[config.mk]
export PLATFORM = sky130hd
export DESIGN_NAME = meter_frame_decode_scale_flat
export DESIGN_NICKNAME = d
export VERILOG_FILES = /design/src/hdl/mfds_pkg.sv /design/src/hdl/mfds_if.sv /design/src/hdl/mfds_seq.sv /design/src/hdl/mfds_dp.sv /design/src/hdl/meter_frame_decode_scale.sv /design/src/flat_wrapper.sv
export SDC_FILE = /design/constraint.sdc
export NUM_CORES = 2
export LEC_CHECK = 0
export BUFFER_PORTS_ARGS = -buffer_cell sky130_fd_sc_hd__clkbuf_2
export CAP_MARGIN = 20
export CORE_ASPECT_RATIO = 1.4
export CORE_MARGIN = 1.5
export CORE_UTILIZATION = 50
export DETAILED_ROUTE_END_ITERATION = 8
export PLACE_DENSITY = 0.67
export SYNTH_ARGS = -nofsm -noshare
export SYNTH_HDL_FRONTEND = slang
export SYNTH_SLANG_ARGS = --single-unit
[constraint.sdc]
create_clock -name i_clk -period 11.4 [get_ports i_clk]
set_input_delay 1.14 -clock i_clk [delete_from_list [all_inputs] [get_ports i_clk]]
set_output_delay 1.14 -clock i_clk [all_outputs]
set_load 0.05 [all_outputs]
[src/hdl/mfds_pkg.sv]
// shared types, constants and the control store of the frame decoder
// no dependencies; every other file of the block refers to it by scoped names
package mfds_pkg;

    localparam int DATA_BYTES  = 21;
    localparam int FIELD_W     = 24;
    localparam int FRAME_W     = DATA_BYTES * 8;
    localparam int POS_W       = 5;
    localparam int ACC_W       = 25;
    localparam int GAIN_W      = 32;
    localparam int STEP_W      = 16;
    localparam int PROD_W      = ACC_W + GAIN_W;
    localparam int FREQ_W      = 20;
    localparam int DCNT_W      = 5;
    localparam int PC_W        = 3;
    localparam int CFG_IDX_W   = 3;

    localparam logic [POS_W-1:0]  IDLE_POS  = POS_W'(DATA_BYTES + 1);
    localparam logic [POS_W-1:0]  LAST_POS  = POS_W'(DATA_BYTES);
    localparam logic [POS_W-1:0]  HDR_POS   = '0;
    localparam logic [FREQ_W-1:0] FREQ_NUM  = FREQ_W'(1000000);
    localparam logic [DCNT_W-1:0] DIV_STEPS = DCNT_W'(FREQ_W);

    // field slots inside the captured frame, byte 1 at the bottom
    localparam int FLD_CURR   = 0;
    localparam int FLD_VOLT   = 1;
    localparam int FLD_FAST   = 2;
    localparam int FLD_POWR   = 3;
    localparam int FLD_PULSE  = 4;
    localparam int FLD_PERIOD = 5;
    localparam int FLD_STATUS = 6;

    localparam logic [GAIN_W-1:0] RST_VOLT_GAIN = GAIN_W'(270407);
    localparam logic [GAIN_W-1:0] RST_CURR_GAIN = GAIN_W'(270407);
    localparam logic [GAIN_W-1:0] RST_POWR_GAIN = GAIN_W'(6889682);
    localparam logic [GAIN_W-1:0] RST_ENGY_GAIN = GAIN_W'(801728660);
    localparam logic [STEP_W-1:0] RST_ENGY_STEP = STEP_W'(54);

    typedef enum logic [CFG_IDX_W-1:0] {
        CFG_VOLT_GAIN = 3'd0,
        CFG_CURR_GAIN = 3'd1,
        CFG_POWR_GAIN = 3'd2,
        CFG_ENGY_GAIN = 3'd3,
        CFG_ENGY_STEP = 3'd4
    } t_cfg_idx;

    typedef struct packed {
        logic [GAIN_W-1:0] volt_gain;
        logic [GAIN_W-1:0] curr_gain;
        logic [GAIN_W-1:0] powr_gain;
        logic [GAIN_W-1:0] engy_gain;
        logic [STEP_W-1:0] engy_step;
    } t_cfg;

    typedef enum logic [1:0] {
        MS_VOLT,
        MS_CURR,
        MS_POWR,
        MS_ENGY
    } t_mul_sel;

    typedef enum logic [1:0] {
        DST_NONE,
        DST_VOLT,
        DST_CURR,
        DST_POWR
    } t_dst;

    typedef enum logic {
        JC_NONE,
        JC_DIV_MORE
    } t_jcond;

    // one control word of the frame-end microprogram
    typedef struct packed {
        logic            acc_add;
        logic            div_init;
        logic            mul_en;
        t_mul_sel        mul_sel;
        t_dst            dst;
        logic            energy_upd;
        logic            div_step;
        t_jcond          jcond;
        logic [PC_W-1:0] jmp;
        logic            finish;
    } t_ucode;

    typedef struct packed {
        logic [FIELD_W-1:0] voltage;
        logic [FIELD_W-1:0] current;
        logic [FIELD_W-1:0] power;
        logic [FREQ_W-1:0]  frequency;
        logic [GAIN_W-1:0]  energy_total;
    } t_result;

    localparam t_ucode UC_NOP = '{
        acc_add: 1'b0, div_init: 1'b0, mul_en: 1'b0, mul_sel: MS_VOLT,
        dst: DST_NONE, energy_upd: 1'b0, div_step: 1'b0, jcond: JC_NONE,
        jmp: '0, finish: 1'b0
    };

    localparam logic [PC_W-1:0] PC_DIV = 3'd6;

    // control store
    function automatic t_ucode ucode_rom(input logic [PC_W-1:0] pc);
        t_ucode uc;
        uc = UC_NOP;
        unique case (pc)
            3'd0: begin
                uc.acc_add  = 1'b1;
                uc.div_init = 1'b1;
            end
            3'd1: begin
                uc.mul_en  = 1'b1;
                uc.mul_sel = MS_VOLT;
            end
            3'd2: begin
                uc.dst     = DST_VOLT;
                uc.mul_en  = 1'b1;
                uc.mul_sel = MS_CURR;
            end
            3'd3: begin
                uc.dst     = DST_CURR;
                uc.mul_en  = 1'b1;
                uc.mul_sel = MS_POWR;
            end
            3'd4: begin
                uc.dst     = DST_POWR;
                uc.mul_en  = 1'b1;
                uc.mul_sel = MS_ENGY;
            end
            3'd5: begin
                uc.energy_upd = 1'b1;
            end
            3'd6: begin
                uc.div_step = 1'b1;
                uc.jcond    = JC_DIV_MORE;
                uc.jmp      = PC_DIV;
            end
            3'd7: begin
                uc.finish = 1'b1;
            end
            default: begin
                uc = UC_NOP;
            end
        endcase
        return uc;
    endfunction

endpackage

[src/hdl/mfds_if.sv]
// valid/ready channel interfaces for frame bytes and decoded results
// depends on mfds_pkg for field widths
interface mfds_in_if;
    logic       valid;
    logic       ready;
    logic [7:0] rx_byte;
    logic       frame_first;

    modport source (output valid, output rx_byte, output frame_first, input ready);
    modport sink   (input valid, input rx_byte, input frame_first, output ready);
endinterface

interface mfds_out_if;
    logic                             valid;
    logic                             ready;
    logic [mfds_pkg::FIELD_W-1:0]     voltage;
    logic [mfds_pkg::FIELD_W-1:0]     current;
    logic [mfds_pkg::FIELD_W-1:0]     power;
    logic [mfds_pkg::FREQ_W-1:0]      frequency;
    logic [mfds_pkg::FIELD_W-1:0]     fast_current_raw;
    logic [mfds_pkg::FIELD_W-1:0]     status_raw;
    logic [mfds_pkg::GAIN_W-1:0]      energy_total;

    modport source (
        output valid, output voltage, output current, output power, output frequency,
        output fast_current_raw, output status_raw, output energy_total, input ready
    );
    modport sink (
        input valid, input voltage, input current, input power, input frequency,
        input fast_current_raw, input status_raw, input energy_total, output ready
    );
endinterface

[src/hdl/mfds_seq.sv]
// microprogram sequencer: step counter, control store lookup, divider loop
// depends on mfds_pkg (t_ucode, ucode_rom)
module mfds_seq (
    input  logic                 i_clk,
    input  logic                 i_rst_n,
    input  logic                 i_start,
    input  logic                 i_div_more,
    input  logic                 i_out_free,
    output mfds_pkg::t_ucode     o_ctl,
    output logic                 o_busy
);

    logic [mfds_pkg::PC_W-1:0] r_pc;
    logic                      r_busy;
    mfds_pkg::t_ucode          uc;

    always_comb begin
        uc = r_busy ? mfds_pkg::ucode_rom(r_pc) : mfds_pkg::UC_NOP;
    end

    always_ff @(posedge i_clk) begin
        if (!i_rst_n) begin
            r_pc   <= '0;
            r_busy <= 1'b0;
        end else if (!r_busy) begin
            if (i_start) begin
                r_busy <= 1'b1;
                r_pc   <= '0;
            end
        end else if (uc.finish) begin
            // hold on the last step until the result register is free
            if (i_out_free) begin
                r_busy <= 1'b0;
                r_pc   <= '0;
            end
        end else if (uc.jcond == mfds_pkg::JC_DIV_MORE && i_div_more) begin
            r_pc <= uc.jmp;
        end else begin
            r_pc <= r_pc + 1'b1;
        end
    end

    assign o_ctl  = uc;
    assign o_busy = r_busy;

endmodule

[src/hdl/mfds_dp.sv]
// datapath: shared multiplier, restoring divider, pulse accumulator, energy sum
// depends on mfds_pkg; driven by control words from mfds_seq
module mfds_dp (
    input  logic                          i_clk,
    input  logic                          i_rst_n,
    input  mfds_pkg::t_ucode              i_ctl,
    input  mfds_pkg::t_cfg                i_cfg,
    input  logic [mfds_pkg::FRAME_W-1:0]  i_frame,
    output logic                          o_div_more,
    output mfds_pkg::t_result             o_res
);

    localparam int FW = mfds_pkg::FIELD_W;

    logic [FW-1:0] volt_raw, curr_raw, powr_raw, pulse_raw, period_raw;

    assign curr_raw   = i_frame[mfds_pkg::FLD_CURR   * FW +: FW];
    assign volt_raw   = i_frame[mfds_pkg::FLD_VOLT   * FW +: FW];
    assign powr_raw   = i_frame[mfds_pkg::FLD_POWR   * FW +: FW];
    assign pulse_raw  = i_frame[mfds_pkg::FLD_PULSE  * FW +: FW];
    assign period_raw = i_frame[mfds_pkg::FLD_PERIOD * FW +: FW];

    logic [mfds_pkg::ACC_W-1:0]  mul_a;
    logic [mfds_pkg::GAIN_W-1:0] mul_b;
    logic [mfds_pkg::PROD_W-1:0] r_prod;
    logic [mfds_pkg::ACC_W-1:0]  r_acc;
    logic [mfds_pkg::GAIN_W-1:0] r_esum;
    logic [FW-1:0]               r_volt, r_curr, r_powr;

    logic [FW-1:0]                r_rem;
    logic [mfds_pkg::FREQ_W-1:0]  r_quo;
    logic [mfds_pkg::FREQ_W-1:0]  r_num;
    logic [mfds_pkg::DCNT_W-1:0]  r_dcnt;
    logic [FW:0]                  rem_sh;
    logic [FW:0]                  rem_diff;
    logic                         rem_ge;

    always_comb begin
        case (i_ctl.mul_sel)
            mfds_pkg::MS_VOLT: begin
                mul_a = mfds_pkg::ACC_W'(volt_raw);
                mul_b = i_cfg.volt_gain;
            end
            mfds_pkg::MS_CURR: begin
                mul_a = mfds_pkg::ACC_W'(curr_raw);
                mul_b = i_cfg.curr_gain;
            end
            mfds_pkg::MS_POWR: begin
                mul_a = mfds_pkg::ACC_W'(powr_raw);
                mul_b = i_cfg.powr_gain;
            end
            default: begin
                mul_a = r_acc;
                mul_b = i_cfg.engy_gain;
            end
        endcase
    end

    // one quotient bit per step
    assign rem_sh   = {r_rem, r_num[mfds_pkg::FREQ_W-1]};
    assign rem_ge   = rem_sh >= {1'b0, period_raw};
    assign rem_diff = rem_sh - {1'b0, period_raw};

    always_ff @(posedge i_clk) begin
        if (i_ctl.mul_en) begin
            r_prod <= mfds_pkg::PROD_W'(mul_a) * mfds_pkg::PROD_W'(mul_b);
        end
        case (i_ctl.dst)
            mfds_pkg::DST_VOLT: r_volt <= r_prod[mfds_pkg::GAIN_W +: FW];
            mfds_pkg::DST_CURR: r_curr <= r_prod[mfds_pkg::GAIN_W +: FW];
            mfds_pkg::DST_POWR: r_powr <= r_prod[mfds_pkg::GAIN_W +: FW];
            default: ;
        endcase
        if (i_ctl.div_init) begin
            r_rem  <= '0;
            r_quo  <= '0;
            r_num  <= mfds_pkg::FREQ_NUM;
            r_dcnt <= mfds_pkg::DIV_STEPS;
        end else if (i_ctl.div_step) begin
            r_rem  <= rem_ge ? rem_diff[FW-1:0] : rem_sh[FW-1:0];
            r_quo  <= {r_quo[mfds_pkg::FREQ_W-2:0], rem_ge};
            r_num  <= {r_num[mfds_pkg::FREQ_W-2:0], 1'b0};
            r_dcnt <= r_dcnt - 1'b1;
        end
    end

    always_ff @(posedge i_clk) begin
        if (!i_rst_n) begin
            r_acc  <= '0;
            r_esum <= '0;
        end else if (i_ctl.acc_add) begin
            r_acc <= r_acc + mfds_pkg::ACC_W'(pulse_raw);
        end else if (i_ctl.energy_upd && r_acc >= mfds_pkg::ACC_W'(i_cfg.engy_step)) begin
            r_esum <= r_esum + mfds_pkg::GAIN_W'(r_prod[mfds_pkg::PROD_W-1:mfds_pkg::GAIN_W]);
            r_acc  <= '0;
        end
    end

    assign o_div_more = r_dcnt != mfds_pkg::DCNT_W'(1);

    assign o_res.voltage      = r_volt;
    assign o_res.current      = r_curr;
    assign o_res.power        = r_powr;
    assign o_res.frequency    = (period_raw == '0) ? mfds_pkg::FREQ_NUM : r_quo;
    assign o_res.energy_total = r_esum;

endmodule

[src/hdl/meter_frame_decode_scale.sv]
// top level of the energy-meter response frame decoder and scaler
// depends on mfds_pkg, mfds_if, mfds_seq and mfds_dp
//
// Takes one frame byte per transaction on i_rx; a byte flagged frame_first is
// the header and restarts the frame, bytes outside a frame are dropped. Data
// bytes are taken at one per clock unless a frame end is in flight. Once the
// 21st data byte is in, an eight-step microprogram runs on a shared 25x32
// multiplier and a one-bit-per-clock restoring divider, which does the
// 1000000 / period divide; i_rx.ready is low meanwhile. The result sits in
// an output register, so bytes of the next frame are taken while it waits on
// o_res; only a second frame end held behind an unread result stalls the
// microprogram on its last step. Configuration writes go straight into the
// gain and step registers and should only be made with no frame end in flight.
module meter_frame_decode_scale (
    input  logic                            i_clk,
    input  logic                            i_rst_n,
    mfds_in_if.sink                         i_rx,
    mfds_out_if.source                      o_res,
    input  logic                            i_cfg_we,
    input  logic [mfds_pkg::CFG_IDX_W-1:0]  i_cfg_idx,
    input  logic [mfds_pkg::GAIN_W-1:0]     i_cfg_data
);

    localparam int FW = mfds_pkg::FIELD_W;

    // configuration registers
    mfds_pkg::t_cfg r_cfg;

    always_ff @(posedge i_clk) begin
        if (!i_rst_n) begin
            r_cfg.volt_gain <= mfds_pkg::RST_VOLT_GAIN;
            r_cfg.curr_gain <= mfds_pkg::RST_CURR_GAIN;
            r_cfg.powr_gain <= mfds_pkg::RST_POWR_GAIN;
            r_cfg.engy_gain <= mfds_pkg::RST_ENGY_GAIN;
            r_cfg.engy_step <= mfds_pkg::RST_ENGY_STEP;
        end else if (i_cfg_we) begin
            case (mfds_pkg::t_cfg_idx'(i_cfg_idx))
                mfds_pkg::CFG_VOLT_GAIN: r_cfg.volt_gain <= i_cfg_data;
                mfds_pkg::CFG_CURR_GAIN: r_cfg.curr_gain <= i_cfg_data;
                mfds_pkg::CFG_POWR_GAIN: r_cfg.powr_gain <= i_cfg_data;
                mfds_pkg::CFG_ENGY_GAIN: r_cfg.engy_gain <= i_cfg_data;
                mfds_pkg::CFG_ENGY_STEP: r_cfg.engy_step <= i_cfg_data[mfds_pkg::STEP_W-1:0];
                default: ;  // unused register indexes are ignored
            endcase
        end
    end

    // byte capture: position counter and a shift line holding the data bytes
    logic [mfds_pkg::POS_W-1:0]   r_pos;
    logic [mfds_pkg::FRAME_W-1:0] r_frame;
    logic                         rx_take;
    logic                         start;
    logic                         seq_busy;

    assign i_rx.ready = !seq_busy;
    assign rx_take    = i_rx.valid && i_rx.ready;
    assign start      = rx_take && !i_rx.frame_first && r_pos == mfds_pkg::LAST_POS;

    always_ff @(posedge i_clk) begin
        if (!i_rst_n) begin
            r_pos <= mfds_pkg::IDLE_POS;
        end else if (rx_take) begin
            if (i_rx.frame_first) begin
                r_pos <= mfds_pkg::HDR_POS;
            end else if (r_pos == mfds_pkg::LAST_POS) begin
                r_pos <= mfds_pkg::IDLE_POS;
            end else if (r_pos == mfds_pkg::HDR_POS) begin
                // first data byte lands on position one, counter moves past it
                r_pos <= mfds_pkg::POS_W'(2);
            end else if (r_pos != mfds_pkg::IDLE_POS) begin
                r_pos <= r_pos + 1'b1;
            end
        end
    end

    // after 21 shifts since the header, byte one sits at the bottom
    always_ff @(posedge i_clk) begin
        if (rx_take && !i_rx.frame_first && r_pos != mfds_pkg::IDLE_POS) begin
            r_frame <= {i_rx.rx_byte, r_frame[mfds_pkg::FRAME_W-1:8]};
        end
    end

    // microprogram and datapath
    mfds_pkg::t_ucode  ctl;
    mfds_pkg::t_result dp_res;
    logic              div_more;
    logic              out_free;
    logic              emit;

    mfds_seq u_seq (
        .i_clk      (i_clk),
        .i_rst_n    (i_rst_n),
        .i_start    (start),
        .i_div_more (div_more),
        .i_out_free (out_free),
        .o_ctl      (ctl),
        .o_busy     (seq_busy)
    );

    mfds_dp u_dp (
        .i_clk      (i_clk),
        .i_rst_n    (i_rst_n),
        .i_ctl      (ctl),
        .i_cfg      (r_cfg),
        .i_frame    (r_frame),
        .o_div_more (div_more),
        .o_res      (dp_res)
    );

    // result register, parts the sequencer from the downstream stall
    logic              r_out_valid;
    mfds_pkg::t_result r_out;
    logic [FW-1:0]     r_out_fast;
    logic [FW-1:0]     r_out_status;

    assign out_free = !r_out_valid || o_res.ready;
    assign emit     = ctl.finish && out_free;

    always_ff @(posedge i_clk) begin
        if (!i_rst_n) begin
            r_out_valid <= 1'b0;
        end else if (emit) begin
            r_out_valid <= 1'b1;
        end else if (o_res.ready) begin
            r_out_valid <= 1'b0;
        end
    end

    always_ff @(posedge i_clk) begin
        if (emit) begin
            r_out        <= dp_res;
            r_out_fast   <= r_frame[mfds_pkg::FLD_FAST * FW +: FW];
            r_out_status <= r_frame[mfds_pkg::FLD_STATUS * FW +: FW];
        end
    end

    assign o_res.valid            = r_out_valid;
    assign o_res.voltage          = r_out.voltage;
    assign o_res.current          = r_out.current;
    assign o_res.power            = r_out.power;
    assign o_res.frequency        = r_out.frequency;
    assign o_res.fast_current_raw = r_out_fast;
    assign o_res.status_raw       = r_out_status;
    assign o_res.energy_total     = r_out.energy_total;

endmodule

[src/flat_wrapper.sv]
// flat-port wrapper written by rule: the top's interface ports become plain ports
module meter_frame_decode_scale_flat 
  (i_clk, i_rst_n, i_cfg_we, i_cfg_idx, i_cfg_data, i_rx_valid, i_rx_rx_byte, i_rx_frame_first, i_rx_ready, o_res_valid, o_res_voltage, o_res_current, o_res_power, o_res_frequency, o_res_fast_current_raw, o_res_status_raw, o_res_energy_total, o_res_ready);
  mfds_in_if i_rx_i ();
  mfds_out_if o_res_i ();
  input  logic i_clk;
  input  logic i_rst_n;
  input  logic i_cfg_we;
  input  logic [mfds_pkg::CFG_IDX_W-1:0] i_cfg_idx;
  input  logic [mfds_pkg::GAIN_W-1:0] i_cfg_data;
  input wire logic [$bits(i_rx_i.valid)-1:0] i_rx_valid;
  input wire logic [$bits(i_rx_i.rx_byte)-1:0] i_rx_rx_byte;
  input wire logic [$bits(i_rx_i.frame_first)-1:0] i_rx_frame_first;
  output wire logic [$bits(i_rx_i.ready)-1:0] i_rx_ready;
  output wire logic [$bits(o_res_i.valid)-1:0] o_res_valid;
  output wire logic [$bits(o_res_i.voltage)-1:0] o_res_voltage;
  output wire logic [$bits(o_res_i.current)-1:0] o_res_current;
  output wire logic [$bits(o_res_i.power)-1:0] o_res_power;
  output wire logic [$bits(o_res_i.frequency)-1:0] o_res_frequency;
  output wire logic [$bits(o_res_i.fast_current_raw)-1:0] o_res_fast_current_raw;
  output wire logic [$bits(o_res_i.status_raw)-1:0] o_res_status_raw;
  output wire logic [$bits(o_res_i.energy_total)-1:0] o_res_energy_total;
  input wire logic [$bits(o_res_i.ready)-1:0] o_res_ready;
  assign i_rx_i.valid = i_rx_valid;
  assign i_rx_i.rx_byte = i_rx_rx_byte;
  assign i_rx_i.frame_first = i_rx_frame_first;
  assign i_rx_ready = i_rx_i.ready;
  assign o_res_valid = o_res_i.valid;
  assign o_res_voltage = o_res_i.voltage;
  assign o_res_current = o_res_i.current;
  assign o_res_power = o_res_i.power;
  assign o_res_frequency = o_res_i.frequency;
  assign o_res_fast_current_raw = o_res_i.fast_current_raw;
  assign o_res_status_raw = o_res_i.status_raw;
  assign o_res_energy_total = o_res_i.energy_total;
  assign o_res_i.ready = o_res_ready;
  meter_frame_decode_scale u_core (.i_clk(i_clk), .i_rst_n(i_rst_n), .i_rx(i_rx_i), .o_res(o_res_i), .i_cfg_we(i_cfg_we), .i_cfg_idx(i_cfg_idx), .i_cfg_data(i_cfg_data));
endmodule
-- Yosys cells after proc, flatten, opt, wreduce, memory -nomap -nowiden
Index checks and enable logic that the tools add are counted.
- add/sub/neg operators: 6
- multiply operators: 1
- div/mod/pow operators: 0
- $lt $le $gt $ge: 2
- eq/ne operators: 20
- shifts and indexed selects: 0
- multiplexer cells: 27
- bitwise gates (word level): 1
- reductions and logical operators: 28
- operators with widths (operator ; number):
    $pmux 32 s3 ; 1
    $pmux 25 s3 ; 1
    $mul 25x32->57 ; 1
    $mux 25 ; 2
    $add 32x25->32 ; 1
    $add 25x24->25 ; 1
    $ge 25x16->1 ; 1
    $ge 25x24->1 ; 1
    $mux 5 ; 5
    $logic_not 24->1 ; 1
    $mux 24 ; 1
    $sub 24x24->24 ; 1
    $reduce_and 2->1 ; 8
    $eq 3x3->1 const B ; 5
    $mux 3 ; 5
    $mux 14 ; 1
    $eq 3x2->1 const B ; 4
    $pmux 3 s4 ; 1
    $mux 1 ; 8
    $logic_and 1x1->1 ; 7
    $eq 2x2->1 const B ; 3
    $eq 3x1->1 const B ; 2
    $logic_not 3->1 ; 2
    $pmux 2 s3 ; 1
    other kinds (16) ; 21
- bits in registers: 743
- latch bits: 0
- bits in writable memories: 0
- memory bits (read-only): 0
- input port bits: 49
- output and inout bits: 174
- word-level logic and storage cells: 112
- memories: 0

-- Depth between registers and ports, before layout
- depth after elaboration: 7
- gate-level depth with buffers: 37
- depth with buffers taken out: 34

-- Cells and area by module
Synthesis repeated with hierarchy kept, for this count alone.
- cells, all modules: 5339
- area, all modules: 54036.8 um^2
- by module, submodules not included (module ; instances ; cells an instance ; area an instance (um^2) ; sequential area each (um^2)):
    mfds_dp ; 1 ; 4262 ; 37763.7 ; 5315.1
    meter_frame_decode_scale ; 1 ; 1028 ; 15885.2 ; 13212.7
    mfds_seq ; 1 ; 49 ; 387.9 ; 80.1

-- Worst setup path after synthesis
No wires, ideal clock.
- kind: reg2reg
- start point: reg u_core.u_seq.r_pc[0] (netlist bit)
- end point: reg u_core.u_dp.r_prod[51] (netlist bit), data pin
- setup time: 0.258 ns
- data arrival time: 9.539 ns
- required time: 11.142 ns
- slack: 1.603 ns
- stages on the path, launching flop included: 36
- buffers on the path: 5
- period minus slack after synthesis: 9.797 ns
- cells stage by stage: dfxtp_1 > ha_1 > buf_2 > or2_2 > clkbuf_1 > nor2_1 > clkbuf_1 > a222oi_1 > nand2_1 > o21a_1 > clkbuf_1 > nand2_1 > fa_1 > inv_1 > fa_1 > inv_1 > fa_1 > fa_1 > inv_1 > fa_1 > fa_1 > inv_1 > fa_1 > inv_1 > ha_1 > buf_2 > nand3_1 > nor4_1 > nand4_1 > or4_1 > o311a_1 > a311o_1 > o21a_1 > o21bai_2 > a21oi_1 > xnor2_1
- longest elaborated chain between the ends: 6
- elaborated cells between the ends (all ways): 12
- those cells by class: 1 x mul; 6 x eq/ne; 4 x mux; 1 x reduce/logical
- ends and longest elaborated chain (item ; line ; text):
    from (decl) ; mfds_seq.sv:13 ; logic [mfds_pkg::PC_W-1:0] r_pc;
    from (signal assigned) ; mfds_seq.sv:37 ; r_pc <= uc.jmp;
    from (signal assigned) ; mfds_seq.sv:39 ; r_pc <= r_pc + 1'b1;
    $eq 3x3->1, or another cell as far along ; mfds_pkg.sv:108 ; unique case (pc)
    $pmux 3 s4 (*) ; mfds_pkg.sv:108 ;
    $mux 14 (*) ; mfds_seq.sv:18 ; uc = r_busy ? mfds_pkg::ucode_rom(r_pc) : mfds_pkg::UC_NOP;
    $eq 2x2->1, or another cell as far along ; mfds_dp.sv:39 ; case (i_ctl.mul_sel)
    $pmux 25 s3 or $pmux 32 s3 (tied branches) ; mfds_dp.sv:39 ;
    $mul 25x32->57 (*) ; mfds_dp.sv:66 ; r_prod <= mfds_pkg::PROD_W'(mul_a) * mfds_pkg::PROD_W'(mul_b);
    to (signal assigned) ; mfds_dp.sv:66 ;
    to (decl) ; mfds_dp.sv:25 ; logic [mfds_pkg::PROD_W-1:0] r_prod;
Mark *: on every way between the ends. The rest lies on a longest branch, timed or not.
A chain may end at the register's enable or synchronous reset.

-- Final worst setup path
- start point: reg u_core.u_seq.r_pc[0] (netlist bit)
- end point: reg u_core.u_dp.r_prod[56] (netlist bit), data pin
The elaborated chain is that of the path after synthesis.

==> impl_results.md <==
- Outcome: finished clean
- Setup WS pre-CTS: about 0.94 ns
- Final Max Slew Viols: 0
- Filler cell count: 9361
- CTS tree: done
- Leak Pwr: roughly 26 nW
- Yosys top cell area share: between 20% and 30%
- Most frequent cell after synthesis: nand2_1
- Syn_area_per_cell: ~9.9 um2
- Min cycle time layout: roughly 11 ns
- Total negative setup slack: 0 ns
- Setup CP Type: flop to flop
- Synthesized instance count: 5380
- Routed vias: 39929
- Max cap viols: 0
- Hold Buf Count CTS: 0
- First-pass GRT wire length: 251000 um
- Largest family of logic cells by synthesized area: adder cells
- Chip height: 389 um
- Synth top cells by count: nand2_1 (890), inv_1 (800), fa_1 (689)
- Initial antenna violation count: 9
- Peak VDD IR: around 0.14 mV
- Arrival time at the worst endpoint: 11.13 ns
- Multiplexer share of the synthesized area: less than 1%
- Slew @ Worst Pin: 1.33 ns
- Placeable core area: 105000 um2
- Post-layout nets: 6556
- Crit-path most repeated cell: fa_1
- Post-synth EDFFs: 437
- Port Buffers: 222
- R2R Setup Slk: about 0.65 ns
- Reg clk slew, reported paths: 0.07 ns
- Post-CTS Setup Inserts: 0
- Setup skew after layout: 0.0321 ns
- Final setup fails: 0
- Synth top area cells: fa_1 (26%), edfxtp_1 (25%), dfxtp_1 (10%)
- Clock Latency Late Sink: 0.65 ns
- Post-Synth XOR/XNOR Area: under 10%
- I/O pins: 223
- Yosys warnings: 0
- Final ANT Viol Nets: 0
- Area after DPL: 56000 um2
- Post-Synth Adder-Cell Area: 32.8%
- Total nets after synthesis: 6407
- Peak Freq: 0.0930 GHz
- Fin crit share: a little over nine tenths
- Relative slew margins: 11.2%
- Pin count of the biggest net entering global routing: 173
- Initial Util: 50.3%
- RSZ-0062 raised after global routing: no
- Layout cells sized above 1: under 10%
- Post-synthesis sequential area ratio: 35.0%
- Worst Path Max Fanout: 24
- Top_reg_cell synth: edfxtp_1
- Total grt overflow: 0
- Wirelength, routed: between 150000 and 200000 um
- Layout area overhead: 9.95%
- Sink Count: 711
- Worst path slowest cell: o22ai_1
- Post-Synth Simple-Gate Area: 14.4%
- Rows: 141
- Post-cts resize count: 0
- Startpoint Class: flop
- Crit path largest cell delay: 1.00 ns
- Post-route DRC: 0
- Power Density: 140 nW/um2
- Post-synthesis cell type count: 81
- Gpl congestion: 1.04
- Vias per inst: ~5.8
- Worst path buffer plus inverter count: 6
- Top delay family on crit path: adder cells
- FF+latch count, synth: 711
- WP data required: 11.78 ns
- Number of CTS-inserted buffers: 69
- Tot GR Track Use: between 30% and 40%
- DR iter-0 viols: 3317
- CTS Root Cell: clkbuf_16
- Area leader, netlist: fa_1
- Routed len/inst: 24.0 um
- Number of global-route vias before repair: 41456
- Synth Area in Compound Gates: 8.60%
- Final worst slack: 0.652 ns
- Final instance area: between 50000 and 60000 um2
- Pre-Repair DR Iteration Count: 6
- HPWL Detailed: 126000 um
- Htree depth: 3
- Die width: 278 um
- Hold Crit Class: flop to flop
- Clk buf depth: 3
- Die area: 108000 um2
- Crit. End Element: flop
- Mapped Area: between 50000 and 60000 um2
- Final hold vios: 0
- Async SR Flop Fraction: 0%
-- cell usage in the layout (no fill, tap or decap), types with 14 or more instances in the layout --
cell	Yosys	routed
a21o_1	72	71
a21oi_1	279	276
a222oi_1	15	15
and2_1	44	43
and3_1	36	35
buf_4	0	115
clkbuf_1	248	14
clkbuf_16	0	71
clkbuf_2	0	222
dfxtp_1	274	274
edfxtp_1	437	437
fa_1	689	689
ha_1	289	289
inv_1	800	799
nand2_1	890	889
nand2b_1	35	35
nand3_1	88	85
nand4_1	26	26
nor2_1	542	534
nor2b_1	34	34
nor3_1	35	35
nor4_1	18	18
o211ai_1	18	18
o21a_1	25	25
o21ai_0	105	103
o21bai_1	22	22
o22a_1	30	30
o22ai_1	29	26
or2_2	20	20
xnor2_1	59	59
xor2_1	30	30
-- kinds of logic after synthesis --
kind of cell	count (synthesis)
DFF	711
adders and majority gates	978
muxes	9
xor gates and xnor gates	89
AOI/OAI and AO/OA	718
buffers and inverters	1066
and+or+nand+nor	1809
-- registers in the layout (all words and copies together), names as in the netlist, 25 cells and up --
| name | flops |
|---|---|
| u_core.o_res.energy_total | 32 |
| u_core.u_dp.r_acc | 25 |
| u_core.r_cfg | 144 |
| u_core.u_dp.r_esum | 32 |
| u_core.r_frame | 168 |
| u_core.u_dp.r_prod | 25 |
-- path summary, 6_finish.rpt --
check / cells past startpoint / endpoint / startpoint
worst min register to register: 0 / u_core.o_res.power[15]$_DFFE_PP_ / u_core.u_dp.r_powr[15]$_DFFE_PN_
worst max-delay path: 30 / u_core.u_dp.r_prod[56]$_DFFE_PP_ / u_core.u_seq.r_pc[0]$_SDFFE_PN0P_
worst max register to register: 30 / u_core.u_dp.r_prod[56]$_DFFE_PP_ / u_core.u_seq.r_pc[0]$_SDFFE_PN0P_
worst min-delay path: 0 / u_core.o_res.power[15]$_DFFE_PP_ / u_core.u_dp.r_powr[15]$_DFFE_PN_
-- metrics by stage --
stage               power (W)  hold WS (ns)  cells  util [%]
CTS                   0.00817         0.415   6939      55.3
detailed placement    0.00581         0.405   6814      53.1
global route          0.00862         0.421   6942      55.3
finish                0.00815         0.415   6943      55.3
global placement      0.00579         0.400   6813      53.1
floorplan             0.00496         0.400   5380         -
-- power breakdown --
part / leakage, nW / internal [W] / total, W / switching, W
combinational: 18.6 / 0.00114 / 0.00296 / 0.00182
sequential: 6.12 / 0.00279 / 0.00284 / 0.0000467
clock: 1.13 / 0.00133 / 0.00235 / 0.00101
-- cell type report --
class | instances | area (um2) | share of cell area (%)
Clock inverter | 34 | 387 | 0.662
Antenna cell | 2 | 5.00 | 0.00857
Tap cell | 1358 | 1700 | 2.91
Multi-Input combinational cell | 3603 | 30700 | 52.5
Sequential cell | 711 | 18600 | 31.9
Clock buffer | 91 | 1910 | 3.27
Inverter | 801 | 3010 | 5.15
Timing Repair Buffer | 343 | 2100 | 3.59
-- routing by layer --
layer  global-route usage, %  vias up  part of all wire [%]  wire length, um
li1                        -    17547                     -                -
met4                    21.0       10                   8.0            13400
met1                    34.6    19972                    34            57000
met5                       0        -                 0.040               66
met2                    53.7     1779                    50            82700
met3                    6.89      621                   8.2            13700
No activity file was read; power rests on OpenSTA's default activity.
